<file path="src/rtl/uer_pkg.sv">
// Shared types and constants for the ultrasonic echo ranger.
// No dependencies; imported by every module of the block.
package uer_pkg;

    // Default width of the tick counter
    localparam int unsigned COUNTER_WIDTH_DEF = 17;

    // Configuration register indexes and reset values
    localparam logic [1:0] REG_RISE_TIMEOUT = 2'd0;
    localparam logic [1:0] REG_HIGH_TIMEOUT = 2'd1;
    localparam logic [1:0] REG_MIN_DISTANCE = 2'd2;

    localparam logic [15:0] RISE_TIMEOUT_RST = 16'd2200;
    localparam logic [15:0] HIGH_TIMEOUT_RST = 16'd4500;
    localparam logic [7:0]  MIN_DISTANCE_RST = 8'd2;

    // Final count never exceeds high_timeout + 1, so 17 bits always hold it
    localparam int unsigned FCOUNT_W = 17;
    localparam int unsigned DIST_W   = 14;

    // Distance = floor(count * 17 / 100) = floor(floor(count * 17 / 4) / 25);
    // the divide by 25 is a multiply by ceil(2^24 / 25) and a shift by 24
    localparam int unsigned SCALED_W  = 20;
    localparam int unsigned RECIP_SH  = 24;
    localparam logic [19:0] RECIP_25  = 20'd671089;

    localparam int unsigned IN_DATA_W  = 8;
    localparam int unsigned OUT_DATA_W = 24;

    // Measurement phase, one-hot
    typedef enum logic [2:0] {
        PH_IDLE = 3'b001,
        PH_RISE = 3'b010,
        PH_HIGH = 3'b100
    } t_phase;

    // Result of the state stage, handed to the distance stage
    typedef struct packed {
        logic                trigger_one;
        logic                trigger_two;
        logic                busy;
        logic                done;
        logic [FCOUNT_W-1:0] count;
    } t_core_res;

endpackage

</file>
<file path="src/rtl/uer_core.sv">
// Measurement state machine: trigger, wait for echo rise, count echo high.
// Depends on uer_pkg.
module uer_core #(
    parameter int unsigned COUNTER_WIDTH = uer_pkg::COUNTER_WIDTH_DEF
) (
    input  logic              i_clk,
    input  logic              i_rst_n,
    input  logic              i_en,          // stage may load
    input  logic              i_valid,       // a transaction waits in the input register
    input  logic              i_start_req,
    input  logic              i_sensor_select,
    input  logic              i_echo_one,
    input  logic              i_echo_two,
    input  logic [15:0]       i_rise_timeout,
    input  logic [15:0]       i_high_timeout,
    output logic              o_valid,
    output uer_pkg::t_core_res o_res
);
    import uer_pkg::*;

    localparam int unsigned CMP_W = (COUNTER_WIDTH > 16) ? COUNTER_WIDTH : 16;

    t_phase                   r_phase, n_phase;
    logic [COUNTER_WIDTH-1:0] r_count, n_count;
    logic                     r_chosen, n_chosen;
    logic                     r_valid;
    t_core_res                r_res, n_res;

    logic                     echo;
    logic [COUNTER_WIDTH-1:0] count_up;
    logic [COUNTER_WIDTH-1:0] final_count;
    logic                     finish;

    assign echo     = r_chosen ? i_echo_two : i_echo_one;
    // saturating increment
    assign count_up = (r_count == '1) ? r_count : r_count + COUNTER_WIDTH'(1);

    // Next state and result for one tick
    always_comb begin
        n_phase     = r_phase;
        n_count     = r_count;
        n_chosen    = r_chosen;
        finish      = 1'b0;
        final_count = '0;
        n_res       = '0;
        case (r_phase)
            PH_RISE: begin
                if (echo) begin
                    n_count = COUNTER_WIDTH'(1);
                    n_phase = PH_HIGH;
                    if (CMP_W'(n_count) > CMP_W'(i_high_timeout)) begin
                        finish      = 1'b1;
                        final_count = n_count;
                    end
                end else begin
                    n_count = count_up;
                    if (CMP_W'(n_count) > CMP_W'(i_rise_timeout)) begin
                        finish = 1'b1;
                    end
                end
            end
            PH_HIGH: begin
                if (echo) begin
                    n_count = count_up;
                    if (CMP_W'(n_count) > CMP_W'(i_high_timeout)) begin
                        finish      = 1'b1;
                        final_count = n_count;
                    end
                end else begin
                    finish      = 1'b1;
                    final_count = r_count;
                end
            end
            default: begin
                // idle, and any stray code behaves as idle
                n_phase = PH_IDLE;
                if (i_start_req) begin
                    n_chosen          = i_sensor_select;
                    n_res.trigger_two = i_sensor_select;
                    n_res.trigger_one = !i_sensor_select;
                    n_count           = '0;
                    n_phase           = PH_RISE;
                end
            end
        endcase

        if (finish) begin
            n_res.done  = 1'b1;
            n_res.count = FCOUNT_W'(final_count);
            n_phase     = PH_IDLE;
            n_count     = '0;
        end else if (n_phase != PH_IDLE) begin
            n_res.busy = 1'b1;
        end
    end

    // State and result registers, advanced once per consumed transaction
    always_ff @(posedge i_clk) begin
        if (!i_rst_n) begin
            r_phase  <= PH_IDLE;
            r_count  <= '0;
            r_chosen <= 1'b0;
            r_valid  <= 1'b0;
        end else if (i_en) begin
            r_valid <= i_valid;
            if (i_valid) begin
                r_phase  <= n_phase;
                r_count  <= n_count;
                r_chosen <= n_chosen;
            end
        end
    end

    always_ff @(posedge i_clk) begin
        if (i_en && i_valid) begin
            r_res <= n_res;
        end
    end

    assign o_valid = r_valid;
    assign o_res   = r_res;

endmodule

</file>
<file path="src/rtl/uer_dist.sv">
// Distance stage: count to centimeters, short-range clamp, output register.
// Depends on uer_pkg.
module uer_dist (
    input  logic                               i_clk,
    input  logic                               i_rst_n,
    input  logic                               i_en,
    input  logic                               i_valid,
    input  uer_pkg::t_core_res                 i_res,
    input  logic [7:0]                         i_min_distance,
    output logic                               o_valid,
    output logic [uer_pkg::OUT_DATA_W-1:0]     o_data
);
    import uer_pkg::*;

    logic [FCOUNT_W+4:0]          times17;
    logic [SCALED_W-1:0]          quarter;
    logic [SCALED_W+19:0]         product;
    logic [DIST_W-1:0]            quotient;
    logic [DIST_W-1:0]            dist_val;
    logic                         r_valid;
    logic [OUT_DATA_W-1:0]        r_data;
    logic [OUT_DATA_W-1:0]        n_data;

    // count * 17, then / 4, then / 25 by reciprocal
    assign times17  = (FCOUNT_W + 5)'({i_res.count, 4'b0000})
                    + (FCOUNT_W + 5)'(i_res.count);
    assign quarter  = SCALED_W'(times17 >> 2);
    assign product  = (SCALED_W + 20)'(quarter) * (SCALED_W + 20)'(RECIP_25);
    assign quotient = DIST_W'(product >> RECIP_SH);

    always_comb begin
        dist_val = '0;
        if (i_res.done) begin
            dist_val = ((DIST_W + 1)'(quotient) <= (DIST_W + 1)'(i_min_distance))
                     ? DIST_W'(1) : quotient;
        end
        n_data = {6'b0, dist_val, i_res.done, i_res.busy, i_res.trigger_two,
                  i_res.trigger_one};
    end

    always_ff @(posedge i_clk) begin
        if (!i_rst_n) begin
            r_valid <= 1'b0;
        end else if (i_en) begin
            r_valid <= i_valid;
        end
    end

    always_ff @(posedge i_clk) begin
        if (i_en && i_valid) begin
            r_data <= n_data;
        end
    end

    assign o_valid = r_valid;
    assign o_data  = r_data;

endmodule

</file>
<file path="src/rtl/ultrasonic_echo_ranger_top.sv">
// Two-sensor ultrasonic echo ranger. Each input transaction is one 10 us tick
// and yields exactly one output transaction. The block takes one tick per clock
// cycle while the output does not stall. An input register, the state
// stage (trigger, rise wait, high count) and the distance stage (one 20x20
// multiply and the short-range clamp) each hold one tick. Back-pressure on the
// output stalls the stages in turn, so s_tready drops only when all three are
// full. Configuration writes take effect at once and are meant for idle times.
// Depends on uer_pkg, uer_core and uer_dist.
module ultrasonic_echo_ranger_top #(
    parameter int unsigned COUNTER_WIDTH = uer_pkg::COUNTER_WIDTH_DEF
) (
    input  logic                            i_clk,
    input  logic                            i_rst_n,
    // input stream
    input  logic                            s_tvalid,
    output logic                            s_tready,
    // [0] start_req [1] sensor_select [2] echo_one [3] echo_two [7:4] zero
    input  logic [uer_pkg::IN_DATA_W-1:0]   s_tdata,
    // output stream
    output logic                            m_tvalid,
    input  logic                            m_tready,
    // [0] trigger_one [1] trigger_two [2] busy_res [3] done_res
    // [17:4] distance_cm [23:18] zero
    output logic [uer_pkg::OUT_DATA_W-1:0]  m_tdata,
    // configuration write port
    input  logic                            i_cfg_we,
    input  logic [1:0]                      i_cfg_addr,
    input  logic [15:0]                     i_cfg_wdata
);
    import uer_pkg::*;

    logic [15:0]          r_rise_timeout;
    logic [15:0]          r_high_timeout;
    logic [7:0]           r_min_distance;
    logic                 r_in_valid;
    logic [IN_DATA_W-1:0] r_in_data;
    logic                 out_en, mid_en;
    logic                 mid_valid;
    t_core_res            mid_res;

    // Stage enables: a stage loads when it is empty or its contents move on
    assign out_en   = !m_tvalid || m_tready;
    assign mid_en   = !mid_valid || out_en;
    assign s_tready = !r_in_valid || mid_en;

    // Configuration registers
    always_ff @(posedge i_clk) begin
        if (!i_rst_n) begin
            r_rise_timeout <= RISE_TIMEOUT_RST;
            r_high_timeout <= HIGH_TIMEOUT_RST;
            r_min_distance <= MIN_DISTANCE_RST;
        end else if (i_cfg_we) begin
            case (i_cfg_addr)
                REG_RISE_TIMEOUT: r_rise_timeout <= i_cfg_wdata;
                REG_HIGH_TIMEOUT: r_high_timeout <= i_cfg_wdata;
                REG_MIN_DISTANCE: r_min_distance <= i_cfg_wdata[7:0];
                default: begin
                end
            endcase
        end
    end

    // Input register
    always_ff @(posedge i_clk) begin
        if (!i_rst_n) begin
            r_in_valid <= 1'b0;
        end else if (s_tready) begin
            r_in_valid <= s_tvalid;
        end
    end

    always_ff @(posedge i_clk) begin
        if (s_tready && s_tvalid) begin
            r_in_data <= s_tdata;
        end
    end

    uer_core #(
        .COUNTER_WIDTH (COUNTER_WIDTH)
    ) u_core (
        .i_clk           (i_clk),
        .i_rst_n         (i_rst_n),
        .i_en            (mid_en),
        .i_valid         (r_in_valid),
        .i_start_req     (r_in_data[0]),
        .i_sensor_select (r_in_data[1]),
        .i_echo_one      (r_in_data[2]),
        .i_echo_two      (r_in_data[3]),
        .i_rise_timeout  (r_rise_timeout),
        .i_high_timeout  (r_high_timeout),
        .o_valid         (mid_valid),
        .o_res           (mid_res)
    );

    uer_dist u_dist (
        .i_clk          (i_clk),
        .i_rst_n        (i_rst_n),
        .i_en           (out_en),
        .i_valid        (mid_valid),
        .i_res          (mid_res),
        .i_min_distance (r_min_distance),
        .o_valid        (m_tvalid),
        .o_data         (m_tdata)
    );

    // Both triggers never fire on the same tick
    a_one_trigger: assert property (@(posedge i_clk) disable iff (!i_rst_n)
        m_tvalid |-> !(m_tdata[0] && m_tdata[1]))
        else $error("both triggers driven in one tick");

    // Distance is zero except on the done tick
    a_dist_only_done: assert property (@(posedge i_clk) disable iff (!i_rst_n)
        (m_tvalid && !m_tdata[3]) |-> (m_tdata[17:4] == 14'd0))
        else $error("distance present without done");

    // Done and busy are exclusive
    a_done_not_busy: assert property (@(posedge i_clk) disable iff (!i_rst_n)
        m_tvalid |-> !(m_tdata[3] && m_tdata[2]))
        else $error("done and busy together");

    // Pipeline is empty and ready right after reset
    a_ready_after_reset: assert property (@(posedge i_clk)
        !$past(i_rst_n) |-> (s_tready && !m_tvalid))
        else $error("not ready after reset");

endmodule

</file>
<file path="config.mk">
export PLATFORM = sky130hd
export DESIGN_NAME = ultrasonic_echo_ranger_top
export DESIGN_NICKNAME = d
export VERILOG_FILES = /design/src/rtl/uer_pkg.sv /design/src/rtl/uer_core.sv /design/src/rtl/uer_dist.sv /design/src/rtl/ultrasonic_echo_ranger_top.sv
export SDC_FILE = /design/constraint.sdc
export NUM_CORES = 1
export LEC_CHECK = 0
export ABC_AREA = 1
export BUFFER_PORTS_ARGS = -buffer_cell sky130_fd_sc_hd__buf_2
export CAP_MARGIN = 20
export CORE_MARGIN = 3
export CORE_UTILIZATION = 30
export CTS_BUF_LIST = sky130_fd_sc_hd__clkbuf_8
export DETAILED_ROUTE_END_ITERATION = 8
export SLEW_MARGIN = 20
export SYNTH_ARGS = -nofsm -noshare
export SYNTH_HDL_FRONTEND = slang
export SYNTH_HIERARCHICAL = 1
export SYNTH_SLANG_ARGS = --single-unit
</file>
<file path="constraint.sdc">
create_clock -name i_clk -period 13.3 [get_ports i_clk]
set_input_delay 0.665 -clock i_clk [delete_from_list [all_inputs] [get_ports i_clk]]
set_output_delay 0.665 -clock i_clk [all_outputs]
set_load 0.005 [all_outputs]
</file>
# After elaboration in Yosys (flattened, before gate mapping)
# Index checks and enable logic that the tools add are counted.
[op_classes]
multipliers = 1
bitwise_logic = 3
div = 0
shifts = 0
n_addsub = 2
eq_ne = 7
muxes = 25
n_reduce_logical = 21
magnitude_cmp = 4
[op_table]
columns = ["operator", "n"]
rows = [
  ["17-bit 2-to-1 mux", 8],
  ["17-bit case mux with 2 select lines", 2],
  ["20-bit by 20-bit multiplier with 38-bit output (second input constant)", 1],
  ["17-bit by 16-bit > comparator with 1-bit output", 2],
  ["21-bit by 17-bit adder with 22-bit output", 1],
  ["18-bit 2-to-1 mux", 1],
  ["17-bit by 1-bit adder with 17-bit output (second input constant)", 1],
  ["17-bit == test (second input constant)", 1],
  ["1-bit by 16-bit > comparator with 1-bit output (first input constant)", 1],
  ["14-bit by 8-bit less-or-equal comparator with 1-bit output", 1],
  ["1-bit 2-to-1 mux", 9],
  ["2-bit AND reduction", 4],
  ["4-bit AND reduction", 2],
  ["3-bit 2-to-1 mux", 2],
  ["3-bit by 1-bit inequality test with 1-bit output (second input constant)", 2],
  ["3-bit case mux with 2 select lines", 1],
  ["1-bit logical NOT", 4],
  ["4-bit nonzero test", 1],
  ["2-bit OR reduction", 2],
  ["3-bit by 2-bit == test with 1-bit output (second input constant)", 1],
  ["3-bit == test (second input constant)", 1],
  ["1-bit logical AND", 3],
  ["1-bit logical OR", 3],
  ["1-bit inverter", 3],
  ["6 further kinds", 6],
]
[word_totals]
mem_bits_ro = 0
latchBits = 0
input_bits = 31
memories = 0
ram_bits = 0
out_inout_bits = 26
elab_cells = 81
ff_bits = 107

# Depth between registers and ports, before layout
# Gate-level depths: netlist (run 1).
[logic_depth]
ltp_word = 8
mapped_depth = 45
ltp_nobuf = 44

# Hierarchy
# Netlist (run 1), hierarchy kept.
[modules_own_cells]
columns = ["module", "n_inst", "area_per_inst_um2", "cells_per_inst", "seq_area_each_um2"]
rows = [
  ["uer_dist", 1, 9650.5, 1148, 560.5],
  ["uer_core", 1, 3350.7, 478, 1071.0],
  ["ultrasonic_echo_ranger_top", 1, 1864.3, 257, 940.9],
]

# Worst setup path before layout (run 1)
# No wires, ideal clock.
[synth_path]
kind = "register to register"
startpoint = "register u_core.r_res (netlist bit u_core/o_res[4])"
endpoint = "register u_dist.r_data[10] (netlist: u_dist/o_data[10]), data pin"
setup_ps = 259
path_buffers = 1
arrival_time_ps = 7935
path_stages_with_launch = 42
setup_slack_ps = 5106
required_ps = 13041
period_less_slack_ps = 8194
path_cell_list = "edfxtp_1 > ha_1 > inv_1 > fa_1 > inv_1 > a21oi_1 > o21bai_2 > nand2_1 > nand2_1 > nand2_1 > a31oi_2 > xnor2_1 > inv_1 > ha_1 > inv_1 > fa_1 > fa_1 > inv_1 > [... 6 more ...] > ha_1 > nand2_1 > nand2_1 > a21oi_1 > o21ai_1 > a31o_2 > a21o_1 > xnor2_1 > inv_1 > ha_1 > nand2_1 > nor3_1 > a21oi_1 > nor2_1 > nand3_2 > nand2_4 > buf_12 > nor2_2"
[synth_between]
elab_chain_cells = 4
[synth_lines]
columns = ["element", "line", "source"]
rows = [
  ["start, declared", "uer_core.sv:27", "t_core_res r_res, n_res;"],
  ["start signal, assigned", "uer_core.sv:116", "r_res <= n_res;"],
  ["21-bit by 17-bit adder with 22-bit output *", "uer_dist.sv:26", "+ (FCOUNT_W + 5)'(i_res.count);"],
  ["20-bit by 20-bit multiplier with 38-bit output *", "uer_dist.sv:28", "assign product = (SCALED_W + 20)'(quarter) * (SCALED_W + 20)'(RECIP_25);"],
  ["named net u_dist.product[30]", "uer_dist.sv:17", "logic [SCALED_W+19:0] product;"],
  ["14-bit by 8-bit less-or-equal comparator with 1-bit output", "uer_dist.sv:34", "dist_val = ((DIST_W + 1)'(quotient) <= (DIST_W + 1)'(i_min_distance))"],
  ["2-bit OR reduction (no line)", "--", ""],
  ["end signal, assigned", "uer_dist.sv:51", "r_data <= n_data;"],
  ["end, declared", "uer_dist.sv:21", "logic [OUT_DATA_W-1:0] r_data;"],
]
# Mark *: on every way through the listed nets, which the timed path passes. The rest lies on a longest branch.
# A chain may end at the register's enable or synchronous reset.

# Final worst setup path (run 1)
[layout_path]
startpoint = "register u_core.r_res (netlist bit u_core/o_res[2])"
endpoint = "register u_dist.r_data[14] (netlist: u_dist/o_data[14]), data pin"
[layout_between]
elab_chain_cells = 4
[layout_lines]
columns = ["element", "line"]
rows = [
  ["21-bit by 17-bit adder with 22-bit output", "uer_dist.sv:26"],
  ["20-bit by 20-bit multiplier with 38-bit output", "uer_dist.sv:28"],
  ["named net u_dist.product[31]", "uer_dist.sv:17"],
  ["14-bit by 8-bit less-or-equal comparator with 1-bit output", "uer_dist.sv:34"],
  ["2-bit OR reduction (no line)", "--"],
]
# The timed path passes the listed nets, and every way through them passes these cells.

==> results of run 1 <==
==> area by class of cell <==
| cell class | count | share of cell area (%) |
|---|---|---|
| clock buffers | 9 | 0.779 |
| clock inverters | 7 | 0.464 |
| inverters | 475 | 11.2 |
| multi-input cells | 1267 | 64.5 |
| flip-flops and latches | 107 | 16.2 |
| well taps | 656 | 5.16 |
| repair buffers | 50 | 1.66 |
==> worst max path at each step <==
| stage | start | end | slack (ns) | cells past startpoint |
|---|---|---|---|---|
| floorplan | u_core/o_res[4]$_SDFFCE_PP0P_ | u_dist/o_data[10]$_SDFFCE_PP0P_ | 5.11 | 41 |
| global placement | u_core/o_res[2]$_SDFFCE_PP0P_ | u_dist/o_data[5]$_SDFFCE_PP0P_ | 3.87 | 33 |
| detailed placement | u_core/o_res[4]$_SDFFCE_PP0P_ | u_dist/o_data[14]$_SDFFCE_PP0P_ | 3.75 | 40 |
| CTS | u_core/o_res[4]$_SDFFCE_PP0P_ | u_dist/o_data[14]$_SDFFCE_PP0P_ | 3.71 | 40 |
| global route | u_core/o_res[4]$_SDFFCE_PP0P_ | u_dist/o_data[16]$_SDFFCE_PP0P_ | 3.00 | 40 |
| finish | u_core/o_res[2]$_SDFFCE_PP0P_ | u_dist/o_data[14]$_SDFFCE_PP0P_ | 3.74 | 33 |
==> state kept, by name, indices dropped and copies added (netlist names) <==
| register | count |
|---|---|
| u_core/r_chosen | 1 |
| u_core/r_phase | 3 |
| r_in_data | 4 |
| u_core/o_valid | 1 |
| r_min_distance | 8 |
| u_core/o_res | 21 |
| r_in_valid | 1 |
| u_core/r_count | 17 |
| u_dist/o_data | 18 |
| r_rise_timeout | 16 |
| r_high_timeout | 16 |
| u_dist/o_valid | 1 |
==> per-layer routing <==
layer | track usage [%] | part of all wire [%]
met2 | 24.0 | 48
met3 | 0.997 | 2.9
met5 | 0 | 0
met4 | 2.94 | 1.5
met1 | 18.8 | 48
==> kinds of logic after synthesis <==
group / after synthesis / share of synthesized area (%)
other cells: 1 / 0.0252
xor+xnor: 44 / 2.69
flops: 107 / 17.3
fa+ha+maj: 398 / 40.7
compound gates: 171 / 6.59
simple gates: 648 / 18.9
buf+inv: 514 / 13.8
==> layout by cell type, fill, tap and decap left out, types with 3 or more instances in the layout <==
cell type	synthesis	routed
nand3_1	59	59
nor2_4	3	3
nor2_2	17	17
a21o_1	8	8
dfxtp_1	64	64
buf_4	7	3
inv_2	7	7
nor3_1	21	21
edfxtp_1	43	43
conb_1	1	6
nand2_1	321	321
o21bai_1	5	5
nor4_1	5	5
o21ai_2	3	3
a211oi_1	9	9
fa_1	142	142
clkbuf_8	0	9
a21boi_0	4	4
nand2_2	15	15
nand3b_1	3	3
a21oi_1	107	107
buf_2	14	46
inv_1	468	468
nor2_1	158	158
xor2_1	27	27
ha_1	256	256
o21ai_0	20	20
nand3_2	3	3
xnor2_1	15	15
nand4_1	31	31
inv_8	0	3
==> per-stage QoR <==
step	setup WS (ns)	utilization [%]	cell area (um^2)
6_report	3.74	32.9	15900
4_1_cts	3.71	32.9	15900
5_1_grt	3.00	32.9	15900
3_3_place_gp	3.87	32.5	15700
3_5_place_dp	3.75	32.5	15700
2_1_floorplan	5.11	-	14900
==> worst max-delay path, delay by kind of cell, from the launching register on <==
family	cells	cell delay, ns
buffers and inverters	3	0.50
AO/OA/AOI/OAI	9	1.69
adder cells (fa/ha/maj)	10	4.39
XOR/XNOR	2	1.08
flip-flops	1	0.61
AND/OR/NAND/NOR	9	1.03
==> flow_summary.toml, run 1 <==
[cts]
clk_pin_slew_worst_paths_ns = 0.13
ctsHoldBuffers = 0
cts.path.max_buffers = 2
cts_resized = 0
worstSkewPairLatency_ns = 0.40
cts_post_setup_buffers_inserted = 0
cts_tree = "yes"
clock-root-buffer = "clkbuf_8"
cts_made_buffers = 9
clock_sinks = 107
htree_num_levels = 3

[grt]
grt_use_total_pct = 13.8
grt_max_degree = 44
grt_pass1_wl_mm = 58.9
grt_pass1_vias = 11677
antenna_found_initial = 0
gr-total-overflow = 0

[worst_hold_path]
worstHoldPathType = "in -> reg"
min_from = "s_tdata[1]"
whs_path_depth = 1
hold_end = "r_in_data[1]$_DFFE_PP_"

[timing]
skew_ns = 0.0238
timing_worst_slew_pin_value_ns = 1.05
rsz0062_at_grt = "no"
period_share_pct = 71.8
maxSlewHeadroom_pct = 29.7
drv_slew = 0
clock.fmax_ghz = 0.105
finalSetupViolations = 0
tns_ns = 0
final.min_clock_period_ns = 9.56
hold_ws_ns = 0.431
hold_viol = 0

[die]
fp.dieH_um = 229
initial_core_util_pct = 30.7
design.core.area_um2 = 48300
row_count = 80
io_pins = 57
die_x_um = 229
dieArea_um2 = 52300

[placement]
globalplace.congestion = 0.920
dp_cells = 2554
dp_hpwl_mm = 31.0
port_buffers = 46

[setup_path]
crit_type = "reg -> reg"
rr_worst_depth = 33
cp-start-kind = "flip-flop"
cp-end-kind = "flip-flop"
crit_path_top_delay_cell = "xor2_1"
critical_path_required_ns = 13.44
r2r-end = "u_dist/o_data[14]$_SDFFCE_PP0P_"
timing.rr.start = "u_core/o_res[2]$_SDFFCE_PP0P_"
slowest_delay_ns = 0.81
arrival_ns = 9.70
critPathMaxFanout = 13
r2r_slack_ns = 3.74

[detailed_routing]
vias = 11575
drtPass1Iterations = 5
routedWlPerCell_um = 14.1
totalWireLength_mm = 36.2
drt_iter0_markers = 620
ant_nets = 0
avgViaCountPerCell = 4.50
post-route-drc-count = 0

[synth]
ys_seq_area_share_pct = 17.3
syn-cell-area_um2 = 14900
ys_warn_count = 6
netlist_top_cells_area = "ha_1, fa_1, inv_1"
yosysTopAreaCell = "ha_1"
syn-instance-count = 1883
postSynthAreaPerCell_um2 = 7.89
ys_ff_latch = 107
synthTopCellsByCount = "inv_1, nand2_1, ha_1, nor2_1, fa_1"
synth_top_area_share_pct = 21.5
yosysMostFrequentCell = "inv_1"
synth_edf_count = 43
ys_types = 53
async_reset_ff_share_pct = 0
synth_ff_type = "dfxtp_1"

[cells_and_area]
multi_input_area_um2 = 10300
antennaDiodeCount = 0
ff_latch_area_um2 = 2570
area_delta_synth_final_pct = 6.96
final_cells = 2571
fillers = 5181
layout.nets = 2339
drive_gt1_share_pct = 6.58

[outcome]
status = "completed"

[job]
drv_cap = 0
Power of run 1 is not shown: default switching activity piles up to over one toggle a cycle in this logic, so the estimate is an artifact.
==> run 2: changes to the inputs <==
- clock period: 13.3 -> 9.4 ns (I/O delays scaled with it)
==> run 2 against run 1 <==
Register-to-register slack worse by 3.2 ns. Via count up 1.8%. Routed wire length up 0.44%. Fmax up 8.2%.
==> flow_summary.toml, run 2 (synthesized netlist as in run 1, its figures left out) <==
[grt]
gr-total-overflow = 0
grt_max_degree = 44
antenna_found_initial = 0
grt_pass1_vias = 12035
grt_use_total_pct = 14.1
grt_pass1_wl_mm = 60.6

[detailed_routing]
routedWlPerCell_um = 14.1
drt_iter0_markers = 683
avgViaCountPerCell = 4.55
ant_nets = 0
post-route-drc-count = 0
drtPass1Iterations = 5
totalWireLength_mm = 36.4
vias = 11778

[setup_path]
crit_buf_inv = 8
critical_path_required_ns = 9.53
cp_num_cells = 41
critPathTopFamily = "adder cells"
cp-end-kind = "flip-flop"
critPathMaxFanout = 13
crit_type = "reg -> reg"
setup.worst_path.end = "u_dist/o_data[5]$_SDFFCE_PP0P_"
r2r_slack_ns = 0.57
crit_start = "u_core/o_res[4]$_SDFFCE_PP0P_"
timing.rr.start = "u_core/o_res[4]$_SDFFCE_PP0P_"
cp-start-kind = "flip-flop"
r2r-end = "u_dist/o_data[5]$_SDFFCE_PP0P_"
rr_worst_depth = 41
slowest_delay_ns = 0.55
crit_path_top_delay_cell = "fa_1"
arrival_ns = 8.96

[timing]
clock.fmax_ghz = 0.113
rsz0062_at_grt = "no"
final.min_clock_period_ns = 8.83
skew_ns = 0.0188
drv_slew = 0
hold_viol = 0
period_share_pct = 93.9
timing_worst_slew_pin_value_ns = 1.09
tns_ns = 0
maxSlewHeadroom_pct = 27.2
finalSetupViolations = 0

[die]
fp.dieH_um = 229
dieArea_um2 = 52300
io_pins = 57
design.core.area_um2 = 48300
initial_core_util_pct = 30.7
row_count = 80
die_x_um = 229

[cells_and_area]
layout_commonest_cell = "inv_1"
antennaDiodeCount = 0
drive_gt1_share_pct = 7.87
layout.nets = 2356
fin_area_um2 = 16100
largest_reg_flops = 21
area_delta_synth_final_pct = 8.34
final_cell_mix = "inv_1, nand2_1, ha_1, nor2_1, fa_1"

[cts]
clock-root-buffer = "clkbuf_8"
htree_num_levels = 3
cts_post_setup_buffers_inserted = 0
worstSkewPairLatency_ns = 0.39
clk_pin_slew_worst_paths_ns = 0.11
cts.path.max_buffers = 2
cts_tree = "yes"
cts_resized = 0
clock_sinks = 107
cts_made_buffers = 9
ctsHoldBuffers = 0

[placement]
dp_hpwl_mm = 31.4
port_buffers = 46
globalplace.congestion = 0.936
placed_area_um2 = 15800

[outcome]
status = "completed"

[job]
drv_cap = 0

[worst_hold_path]
worstHoldPathType = "in -> reg"
==> run 2: layout make-up <==
| cell class | count | area, um^2 |
|---|---|---|
| clock buffers | 9 | 124 |
| fillers | 5112 | 32200 |
| well taps | 656 | 821 |
| clock inverters | 7 | 82.6 |
| multi-input cells | 1267 | 10300 |
| repair buffers | 67 | 388 |
| inverters | 475 | 1780 |
| flip-flops and latches | 107 | 2570 |
==> run 2: routing by layer <==
metal  vias up  part of all wire [%]  GRT usage [%]
li1       5901                     -              -
met1      5613                    47           18.9
met2       231                    49           24.7
met3        33                   3.0           1.22
met4         0                   1.6           3.22
met5         -                     0              0
==> run 2: how the worst min path moves through the flow <==
stage                                         startpoint                    endpoint  slack, ns  depth (start not counted)
after detailed placement  u_core/o_res[18]$_SDFFCE_PN0P_  u_dist/o_data[2]$_DFFE_PP_       0.40                          0
after global routing                          s_tdata[0]      r_in_data[0]$_DFFE_PP_       0.21                          1
after global placement    u_core/o_res[20]$_SDFFCE_PP0P_  u_dist/o_data[0]$_DFFE_PP_       0.44                          0
final                                         s_tdata[1]      r_in_data[1]$_DFFE_PP_       0.25                          1
after floorplan           u_core/o_res[20]$_SDFFCE_PP0P_  u_dist/o_data[0]$_DFFE_PP_       0.40                          0
after CTS                                     s_tdata[1]      r_in_data[1]$_DFFE_PP_       0.23                          1
==> run 2: metrics by stage <==
step                      hold WS (ns)  utilization, %  cells  worst slack (ns)
final                            0.249            33.3   2588             0.572
after global routing             0.214            33.3   2588            0.0416
after CTS                        0.234            33.2   2588             0.322
after detailed placement         0.405            32.7   2572             0.342
after global placement           0.437            32.7   2572             0.424
after floorplan                  0.400               -   1888              1.21
Power of run 2 is left out for the same reason.
==> run 3: changes to the inputs <==
- CORE_ASPECT_RATIO: default -> 1.5
- PLACE_DENSITY_LB_ADDON: default -> 0.05
==> run 3 against run 2 <==
Clock skew is 0.00097 ns higher. Register-to-register slack improved by 0.13 ns. Critical path depth is 1 higher. Highest routed layer unchanged.
==> flow_summary.toml, run 3 (synthesized netlist as in run 1, its figures left out) <==
[timing]
period_share_pct = 92.5
tns_ns = 0
skew_ns = 0.0198
maxSlewHeadroom_pct = 28.8
timing_worst_slew_pin_value_ns = 1.06
clock.fmax_ghz = 0.115
drv_slew = 0
rsz0062_at_grt = "no"
final.min_clock_period_ns = 8.70
hold_viol = 0
finalSetupViolations = 0

[cts]
clk_pin_slew_worst_paths_ns = 0.11
cts.path.max_buffers = 2
cts_tree = "yes"
ctsHoldBuffers = 0
clock_sinks = 107
htree_num_levels = 3
worstSkewPairLatency_ns = 0.41
clock-root-buffer = "clkbuf_8"
cts_made_buffers = 9

[placement]
dp_hpwl_mm = 38.4
globalplace.congestion = 0.821
port_buffers = 46

[cells_and_area]
layout_commonest_cell = "inv_1"
drive_gt1_share_pct = 8.59
ff_latch_area_um2 = 2570
area_delta_synth_final_pct = 9.07
final_cell_mix = "inv_1, nand2_1, ha_1, nor2_1, fa_1"
layout.nets = 2368
multi_input_area_um2 = 10400
largest_reg_flops = 21
fillers = 5363
postLayoutCoreUtil_pct = 33.2

[detailed_routing]
post-route-drc-count = 0
ant_nets = 0
routedWlPerCell_um = 16.9
avgViaCountPerCell = 4.44
totalWireLength_mm = 44.0
drt_iter0_markers = 426
vias = 11553
drtPass1Iterations = 5

[setup_path]
r2r_slack_ns = 0.70
timing.rr.start = "u_core/o_res[4]$_SDFFCE_PP0P_"
crit_buf_inv = 10
crit_type = "reg -> reg"
cp-end-kind = "flip-flop"
crit_path_top_delay_cell = "fa_1"
critPathMaxFanout = 13
arrival_ns = 8.85
r2r-end = "u_dist/o_data[5]$_SDFFCE_PP0P_"
slowest_delay_ns = 0.54
critical_path_required_ns = 9.55
critPathTopFamily = "adder cells"
cp-start-kind = "flip-flop"
rr_worst_depth = 42
crit_top_cell = "inv_1"

[job]
drv_cap = 0

[die]
design.core.area_um2 = 48800
fp.dieH_um = 279
die_x_um = 188
initial_core_util_pct = 30.5
row_count = 99
dieArea_um2 = 52300
io_pins = 57

[grt]
grt_max_degree = 44
grt_use_total_pct = 17.2
grt_pass1_wl_mm = 68.7
gr-total-overflow = 0
grt_pass1_vias = 12323
antenna_found_initial = 1

[outcome]
status = "completed"

[worst_hold_path]
min_from = "s_tdata[3]"
whs_path_depth = 1
worstHoldPathType = "in -> reg"
hold_end = "r_in_data[3]$_DFFE_PP_"
-- run 3: changes by cell type in the layout (fill, tap and decap cells not counted), moves of 2 or more --
cell and delta:
xnor2_1 -2, xnor2_2 +2, buf_4 +11, nor2_4 -2
-- run 3: cell type report --
cell class / count / area share (%)
inverters: 475 / 11.0
diodes: 1 / 0.0154
flip-flops and latches: 107 / 15.9
clock inverters: 7 / 0.455
well taps: 656 / 5.06
repair buffers: 79 / 2.97
multi-input cells: 1267 / 63.8
clock buffers: 9 / 0.764
-- run 3: routing by layer --
metal  GRT usage [%]  up-vias  wire length, um
li1                -     5929                -
met1            17.5     5443            15900
met2            36.1      137            25900
met3            1.16       44              709
met4            5.89        0             1430
met5               0        -                0
-- run 3: worst max path at each step --
stage / startpoint / to / slack (ns) / cells past startpoint
after global placement: u_core/o_res[4]$_SDFFCE_PP0P_ / u_dist/o_data[17]$_SDFFCE_PP0P_ / 0.32 / 38
after global routing: u_core/o_res[4]$_SDFFCE_PP0P_ / u_dist/o_data[5]$_SDFFCE_PP0P_ / 0.03 / 40
after CTS: u_core/o_res[4]$_SDFFCE_PP0P_ / u_dist/o_data[5]$_SDFFCE_PP0P_ / 0.30 / 39
after detailed placement: u_core/o_res[4]$_SDFFCE_PP0P_ / u_dist/o_data[14]$_SDFFCE_PP0P_ / 0.35 / 39
final: u_core/o_res[4]$_SDFFCE_PP0P_ / u_dist/o_data[5]$_SDFFCE_PP0P_ / 0.70 / 42
after floorplan: u_core/o_res[4]$_SDFFCE_PP0P_ / u_dist/o_data[10]$_SDFFCE_PP0P_ / 1.21 / 41
-- run 3: worst register-to-register path: cells and delay by family, from the launching register on --
family          cells  cell delay, ns
buf+inv            10            0.89
xor+xnor            2            0.41
fa+ha+maj          11            4.21
simple gates        9            1.05
flops               1            0.38
compound gates     10            1.52
-- run 3: per-stage QoR --
stage | worst slack [ns] | cells | area, um^2 | hold slack, ns
6_report | 0.702 | 2601 | 16200 | 0.240
5_1_grt | 0.0332 | 2601 | 16200 | 0.212
4_1_cts | 0.296 | 2595 | 16100 | 0.197
3_5_place_dp | 0.347 | 2579 | 15900 | 0.407
3_3_place_gp | 0.319 | 2579 | 15900 | 0.417
2_1_floorplan | 1.21 | 1888 | 14900 | 0.400
-- run 3: what timing repair did --
item,CTS,global route
setup buffers,0,5
setup endpoints to repair,0,14
resized for setup,0,17
Power of run 3 is left out for the same reason.
